`src/hdl/salc_pkg.sv`:
```
`timescale 1ns / 1ps

package salc_pkg;

    // Defaults for the top-level geometry parameters
    localparam int DEF_MAX_SET_BITS = 8;
    localparam int DEF_MAX_WAYS     = 8;

    // Upper bound on ways; sizes the way fields of the scan result
    localparam int MAX_WAYS_LIMIT = 16;
    localparam int WAY_FW         = $clog2(MAX_WAYS_LIMIT);

    // Field widths
    localparam int ADDR_W     = 32;
    localparam int TOT_W      = 32;
    localparam int KIND_W     = 2;
    localparam int AGE_W      = 3;
    localparam int CFG_IDX_W  = 2;
    localparam int CFG_DATA_W = 5;

    // Result tdata: hit, miss, evicted, three totals, padded to whole bytes
    localparam int OUT_RAW_W   = 3 + 3 * TOT_W;
    localparam int OUT_TDATA_W = ((OUT_RAW_W + 7) / 8) * 8;
    localparam int OUT_PAD_W   = OUT_TDATA_W - OUT_RAW_W;

    // Age ranks saturate here; a fresh fill ages every younger valid way
    localparam logic [AGE_W-1:0] RANK_MAX   = 3'd7;
    localparam logic [AGE_W:0]   RANK_FRESH = 4'd8;

    // Access kinds
    typedef enum logic [KIND_W-1:0] {
        KIND_LOAD   = 2'd0,
        KIND_STORE  = 2'd1,
        KIND_MODIFY = 2'd2,
        KIND_UNUSED = 2'd3
    } t_kind;

    // Configuration register indexes
    typedef enum logic [CFG_IDX_W-1:0] {
        CFG_SET_BITS    = 2'd0,
        CFG_OFFSET_BITS = 2'd1,
        CFG_WAYS        = 2'd2
    } t_cfg_idx;

    // Outcome of one way scan over a set
    typedef struct packed {
        logic              hit;
        logic [WAY_FW-1:0] hit_way;
        logic [AGE_W-1:0]  hit_age;
        logic              inv_found;
        logic [WAY_FW-1:0] inv_way;
        logic [WAY_FW-1:0] lru_way;
        logic [AGE_W-1:0]  lru_age;
    } t_scan_res;

endpackage

```
`src/hdl/salc_way_scan.sv`:
```
`timescale 1ns / 1ps

// Way-serial scan: one tag compare per cycle, tracking hit, first free way and LRU way
module salc_way_scan import salc_pkg::*; #(
    parameter int MAX_WAYS = DEF_MAX_WAYS
) (
    input  logic                                 i_clk,
    input  logic                                 i_rst_n,
    input  logic                                 i_start,
    input  logic [$clog2(MAX_WAYS+1)-1:0]        i_ways,
    input  logic [ADDR_W-1:0]                    i_tag,
    input  logic [MAX_WAYS-1:0]                  i_valid,
    input  logic [MAX_WAYS-1:0][AGE_W-1:0]       i_age,
    input  logic [MAX_WAYS-1:0][ADDR_W-1:0]      i_tags,
    output logic                                 o_done,
    output t_scan_res                            o_res
);

    localparam int WAY_W = (MAX_WAYS > 1) ? $clog2(MAX_WAYS) : 1;
    localparam int CNT_W = $clog2(MAX_WAYS + 1);

    logic             r_busy;
    logic             r_done;
    logic [WAY_W-1:0] r_w;
    t_scan_res        r_res;

    logic w_match;
    logic w_last_way;

    // Compare the current way
    assign w_match    = i_valid[r_w] && (i_tags[r_w] == i_tag);
    assign w_last_way = (CNT_W'(r_w) + CNT_W'(1)) == i_ways;

    // Sequencing
    always_ff @(posedge i_clk) begin
        if (!i_rst_n) begin
            r_busy <= 1'b0;
            r_done <= 1'b0;
        end else begin
            r_done <= 1'b0;
            if (i_start) begin
                r_busy <= 1'b1;
            end else if (r_busy && (w_match || w_last_way)) begin
                r_busy <= 1'b0;
                r_done <= 1'b1;
            end
        end
    end

    // Way counter and running outcome
    always_ff @(posedge i_clk) begin
        if (i_start) begin
            r_w           <= '0;
            r_res.hit     <= 1'b0;
            r_res.inv_found <= 1'b0;
        end else if (r_busy) begin
            r_w <= r_w + WAY_W'(1);
            if (w_match) begin
                r_res.hit     <= 1'b1;
                r_res.hit_way <= WAY_FW'(r_w);
                r_res.hit_age <= i_age[r_w];
            end
            if (!r_res.inv_found && !i_valid[r_w]) begin
                r_res.inv_found <= 1'b1;
                r_res.inv_way   <= WAY_FW'(r_w);
            end
            // Strictly older wins, so ties keep the lowest way
            if ((r_w == '0) || (i_age[r_w] > r_res.lru_age)) begin
                r_res.lru_way <= WAY_FW'(r_w);
                r_res.lru_age <= i_age[r_w];
            end
        end
    end

    assign o_done = r_done;
    assign o_res  = r_res;

endmodule

```
`config.mk`:
```
export PLATFORM = sky130hd
export DESIGN_NAME = salc_way_scan
export DESIGN_NICKNAME = d
export VERILOG_FILES = /design/src/hdl/salc_pkg.sv /design/src/hdl/salc_way_scan.sv
export SDC_FILE = /design/constraint.sdc
export NUM_CORES = 1
export LEC_CHECK = 0
export BUFFER_PORTS_ARGS = -buffer_cell sky130_fd_sc_hd__buf_4
export CAP_MARGIN = 20
export CORE_AREA = 2 2 135 137
export DETAILED_ROUTE_END_ITERATION = 8
export DIE_AREA = 0 0 137 139
export PLACE_DENSITY = 0.56
export SLEW_MARGIN = 20
export SYNTH_ARGS = -nofsm -noshare
export SYNTH_HDL_FRONTEND = slang
export SYNTH_SLANG_ARGS = --single-unit
```
`constraint.sdc`:
```
create_clock -name i_clk -period 5.2 [get_ports i_clk]
set_input_delay 0.52 -clock i_clk [delete_from_list [all_inputs] [get_ports i_clk]]
set_output_delay 0.52 -clock i_clk [all_outputs]
set_load 0.005 [all_outputs]
```
## Word level (Yosys, flattened, before mapping)

Index checks and enable logic that the tools add are counted.

| cells by class | value |
|---|---|
| add/sub/neg operators | 2 |
| multipliers | 0 |
| div/mod/pow operators | 0 |
| order comparisons | 2 |
| eq/ne operators | 2 |
| shift-type cells | 0 |
| mux-type cells | 9 |
| bitwise logic cells | 2 |
| reduce and logical (&&, ||, !) cells | 15 |

Operators with widths:

| operator | count |
|---|---|
| $bmux 32 s3 | 1 |
| $eq 32x32->1 | 1 |
| $mux 32 | 1 |
| $bmux 3 s3 | 1 |
| $reduce_and 3->1 | 3 |
| $add 3x1->4 const B | 1 |
| $eq 4x4->1 | 1 |
| $lt 3x4->1 const B | 1 |
| $mux 1 | 4 |
| $reduce_and 2->1 | 2 |
| $add 3x1->3 const B | 1 |
| $bmux 1 s3 | 1 |
| $gt 3x3->1 | 1 |
| $logic_and 1x1->1 | 3 |
| $logic_not 3->1 | 1 |
| $mux 3 | 1 |
| $logic_not 1->1 | 2 |
| $logic_or 1x1->1 | 2 |
| $not 1->1 | 2 |
| $reduce_bool 2->1 | 1 |
| $reduce_or 2->1 | 1 |

| storage, ports and cells | value |
|---|---|
| register bits after elaboration | 22 |
| latch bits | 0 |
| memory bits (writable) | 0 |
| memory bits (read-only) | 0 |
| bits of input ports | 327 |
| output and inout bits | 21 |
| word-level logic and storage cells | 42 |
| memories | 0 |

## Longest topological paths before layout

| depth | value |
|---|---|
| depth in word-level cells | 8 |
| gate-level depth with buffers | 15 |
| gate-level depth less buffers | 10 |

## Worst setup path after synthesis

Ideal clock, no wire load.

| path | value |
|---|---|
| path kind | reg-to-reg |
| start | reg r_w[0] |
| end | reg r_res (netlist bit o_res[0]), enable pin |
| library setup time | 0.350 ns |
| arrival | 2.936 ns |
| data required time | 4.850 ns |
| setup slack | 1.914 ns |
| cell stages (with the launch flop) | 14 |
| path buffers | 4 |
| clock period less this slack | 3.286 ns |
| path through | dfxtp_1 > buf_6 > buf_2 > buf_2 > buf_2 > mux4_2 > nand2_1 > nand2_1 > ha_1 > a21o_1 > a21oi_1 > a31oi_1 > a21oi_1 > nor2_1 |

| on the way | value |
|---|---|
| longest elaborated chain between the ends | 5 |
| elaborated cells on any way between the ends | 6 |
| those cells by class | order compare: 1; mux: 2; reduce/logical: 3 |

RTL lines:

| element | line | text |
|---|---|---|
| start: declaration | salc_way_scan.sv:24 | `logic [WAY_W-1:0] r_w;` |
| start signal: assignment | salc_way_scan.sv:57 | `r_w <= r_w + WAY_W'(1);` |
| $bmux 3 s3 | salc_way_scan.sv:68 | `if ((r_w == '0) \|\| (i_age[r_w] > r_res.lru_age)) begin` |
| $mux 3 (not written as such) | salc_way_scan.sv:68 |  |
| $gt 3x3->1 | salc_way_scan.sv:68 |  |
| $logic_or 1x1->1 * | salc_way_scan.sv:68 |  |
| $reduce_and 3->1 (no line) * | n/a |  |
| end: declaration | salc_way_scan.sv:25 | `t_scan_res r_res;` |

Every way passes the cells marked *; elsewhere a longest branch is shown, timed or not. The select of a mux whose other input is x is not followed.
A chain may end at the register's enable or synchronous reset.

## Worst setup path after layout

| path | value |
|---|---|
| start | reg r_w[2] |
| end | reg r_res (netlist bit o_res[14]), enable pin |

| on the way | value |
|---|---|
| longest elaborated chain between the ends | 5 |
| elaborated cells on any way between the ends | 7 |
| those cells by class | eq/ne: 1; mux: 4; reduce/logical: 2 |

RTL lines:

| element | line | text |
|---|---|---|
| $bmux 32 s3 | salc_way_scan.sv:31 | `assign w_match = i_valid[r_w] && (i_tags[r_w] == i_tag);` |
| $mux 32 (not written as such) | salc_way_scan.sv:31 |  |
| $eq 32x32->1 | salc_way_scan.sv:31 |  |
| $logic_and 1x1->1 * | salc_way_scan.sv:31 |  |
| $reduce_and 3->1 (no line) * | n/a |  |

Marked as above.

==> implementation parameters <==
Parameter                              Value

Outcome
  Status ... completed

Yosys
  Synth warn ... 0
  Cells after synthesis ... 338
  Average cell area after synthesis ... 10.9 um2
  Cell Area, Synth ... 3690 um2
  Fraction of registers with async set or reset after synthesis ... 0
  Count of different cell masters after synthesis ... 55
  Proportion of synthesized chip area in sequential cells ... 0.160
  Primary flip-flop cell chosen by synthesis mapping ... sky130_fd_sc_hd__edfxtp_1
  Number of synthesized flops with an enable pin ... 15
  Flop and latch count out of synthesis ... 22

Floorplan
  Die Area ... 19000 um2
  Width of the chip ... 137 um
  Cell Rows ... a little under 50
  Starting utilization of the core area ... 0.209
  Core region area ... 17700 um2
  Ports placed on the boundary ... 348
  Die Height ... ~140 um

Clocking
  CTS Root Cell ... sky130_fd_sc_hd__clkbuf_16
  CTS Sinks ... 22
  Hold bufs inserted after CTS ... 0
  CTS tree ... built
  H-Tree Level Count ... 1
  Maximum number of buffers from clock root to sink ... 2
  Inserted Clock Buffers ... 3
  Post-CTS Setup Bufs ... 0
  Clk_lat worst skew ... 250 ps
  Clock transition at the registers of the reported paths ... around 60 ps
  # resized after CTS ... 0

Layout
  Count of inserted antenna diode cells ... 0
  Fin cells ... 896
  Area growth from synthesis to layout ... 77.3%
  Share of post-route cells with drive strength above 1 ... 0.612
  Leading cell types in the layout, fill and taps excluded ... sky130_fd_sc_hd__buf_4, sky130_fd_sc_hd__mux2i_1, sky130_fd_sc_hd__mux4_2, sky130_fd_sc_hd__nand2_1, sky130_fd_sc_hd__xor2_1
  Filler Cells Inserted ... approximately 1.8k
  Total number of nets in the final design ... 1000
  Leading cell type in the layout, fill and taps excluded ... sky130_fd_sc_hd__buf_4

Placement
  Detailed-placement wirelength estimate ... 16400 um
  Routability congestion estimate from global placement ... 0.959
  # placed instances ... 892
  Worst slack at placement ... 1090 ps
  Number of buffers inserted by port buffering ... around 340

Worst setup path
  Buffers plus inverters on the worst setup path ... 1
  Crit-path slowest cell ... sky130_fd_sc_hd__dfxtp_2
  Arrival time worst endpoint ... between 4000 and 5000 ps
  Kind of launch point of the worst setup path ... register
  CP Class ... register to register
  WP data required ... 5080 ps
  Critical Path Sink Type ... register
  Biggest cell delay along the critical path ... 760 ps
  CP Max Fanout ... 28
  Crit path cell chain ... buf_4 -> nor2b_1 -> a22o_1 -> nor3_1 -> nor4_1 -> nand2b_1 -> or4_1 -> nor4_2
  Dominant delay contributor by cell family on the critical path ... simple AND/OR/NAND/NOR gates

STA
  Worst slew slack as a fraction of its limit ... 0.439
  Final setup violation count ... 0
  Count of endpoints failing hold in the final timing report ... 0
  Worst Setup Slack, final ... 1060 ps
  Post-route clock period utilization ... 0.797
  Total negative setup slack ... 0 ps
  Clock period minus worst slack ... 4140 ps
  Max Freq ... between 0.2 and 0.25 GHz
  Clock skew ... approximately 2.5 ps
  Actual transition at the worst max-transition pin ... 835 ps
  Unrepaired setup endpoints after global routing ... no
  Total count of max-transition violations in the final report ... 0
  Worst hold margin ... 468 ps

Detailed routing
  Detailed-route via count ... 4237
  Via density per instance ... 4.73
  Count of TritonRoute iterations in the first routing pass ... 5
  Final routed DRC violation total ... 0
  Iteration-0 DRC Markers ... 189
  Detailed-route wire length per cell ... 20.7 um
  Number of nets still failing antenna checks after routing ... 0
  Post-Route WL ... approximately 19000 um

Job
  Number of max-capacitance violations reported ... 0

Pwr
  Peak supply drop ... 0.180 mV
  Leak Pwr ... 2.99 nW
  Total power divided by cell area ... 227 nW/um2
  Post-layout total power ... 1.48 mW

Global route
  Sum of overflow across all layers after global routing ... 0
  Number of antenna violations at the first check in global routing ... 0
  Met1 global-route usage ... 0.228
  Maximum number of pins on one net before global-route repair ... 52
  Total track usage ... 0.186
  Met2 track utilization from global routing ... 0.341
  Wire length of the first global-routing pass ... about 27000 um
  Global Route met3 Usage ... 0.0267
  Vias in the first global route ... 4638
  Global-route layer with the greatest usage ... met2

Worst hold path
  Min-delay worst type ... input pin to register
kinds of logic (layout without fill, tap and decap cells):
kind of cell,after synthesis,in the layout,share of synthesized area
buffers and inverters,36,363,0.0583
AOI/OAI and AO/OA,43,43,0.0871
adders and majority gates,5,5,0.0169
DFF,22,22,0.160
and+or+nand+nor,87,87,0.126
muxes,114,114,0.480
other,1,3,0.00102
xor gates and xnor gates,30,30,0.0711
path summary, 6_finish.rpt:
check / from / endpoint / slack (ps) / cells past startpoint
hold reg to reg: o_res[11]$_SDFFE_PP0P_ / o_res[11]$_SDFFE_PP0P_ / 530 / 2
setup reg to reg: r_w[2]$_SDFFE_PP0P_ / o_res[14]$_DFFE_PP_ / 1060 / 8
hold / removal: i_start / r_w[0]$_SDFFE_PP0P_ / 470 / 2
setup / recovery: r_w[2]$_SDFFE_PP0P_ / o_res[14]$_DFFE_PP_ / 1060 / 8
per-stage QoR:
step           utilization  instance area [um2]
3_5_place_dp         0.365                 6440
3_3_place_gp         0.365                 6440
2_1_floorplan            -                 3700
4_1_cts              0.371                 6550
6_report             0.371                 6550
5_1_grt              0.371                 6550
cell type report:
| type | count | area (um2) | area share |
|---|---|---|---|
| clock buffers | 3 | 75.1 | 0.0115 |
| clock inverters | 1 | 30.0 | 0.00459 |
| inverters | 9 | 33.8 | 0.00516 |
| multi-input cells | 282 | 2900 | 0.442 |
| flip-flops and latches | 22 | 599 | 0.0915 |
| well taps | 229 | 287 | 0.0438 |
| repair buffers | 350 | 2630 | 0.401 |
metal layers:
layer | vias to the layer above | routed length (um)
li1 | 2004 | -
met2 | 203 | 9690
met5 | - | 0
met4 | 0 | 402
met3 | 26 | 1120
met1 | 2004 | 7290
power breakdown:
part / switching, mW / internal (mW) / total, mW
Clock: 0.0603 / 0.153 / 0.213
Combinational: 0.406 / 0.559 / 0.965
Sequential: 0.0845 / 0.222 / 0.306
flip-flops by register name, indices dropped and copies added, names as in the netlist:
| name | count |
|---|---|
| o_res | 17 |
| r_w | 3 |
| r_busy | 1 |
| o_done | 1 |
synthesized netlist by cell type, types with 3 or more instances:
cell type | n | area, um2
sky130_fd_sc_hd__a21oi_1 | 5 | 25.0
sky130_fd_sc_hd__a22o_1 | 8 | 70.1
sky130_fd_sc_hd__a22oi_1 | 11 | 82.6
sky130_fd_sc_hd__and2_1 | 4 | 25.0
sky130_fd_sc_hd__buf_2 | 9 | 45.0
sky130_fd_sc_hd__buf_4 | 8 | 60.1
sky130_fd_sc_hd__buf_6 | 3 | 33.8
sky130_fd_sc_hd__clkbuf_1 | 4 | 15.0
sky130_fd_sc_hd__dfxtp_1 | 7 | 140
sky130_fd_sc_hd__edfxtp_1 | 15 | 450
sky130_fd_sc_hd__ha_1 | 5 | 62.6
sky130_fd_sc_hd__inv_1 | 7 | 26.3
sky130_fd_sc_hd__mux2_2 | 6 | 67.6
sky130_fd_sc_hd__mux2i_1 | 60 | 601
sky130_fd_sc_hd__mux4_1 | 6 | 158
sky130_fd_sc_hd__mux4_2 | 42 | 946
sky130_fd_sc_hd__nand2_1 | 30 | 113
sky130_fd_sc_hd__nand3_1 | 3 | 15.0
sky130_fd_sc_hd__nand4_1 | 3 | 18.8
sky130_fd_sc_hd__nor2_1 | 9 | 33.8
sky130_fd_sc_hd__nor2b_1 | 7 | 43.8
sky130_fd_sc_hd__nor3_1 | 6 | 30.0
sky130_fd_sc_hd__nor4_1 | 5 | 31.3
sky130_fd_sc_hd__o211ai_1 | 3 | 22.5
sky130_fd_sc_hd__or3_1 | 3 | 18.8
sky130_fd_sc_hd__xnor2_1 | 10 | 87.6
sky130_fd_sc_hd__xor2_1 | 20 | 175
(Power assumes the default switching activity.)
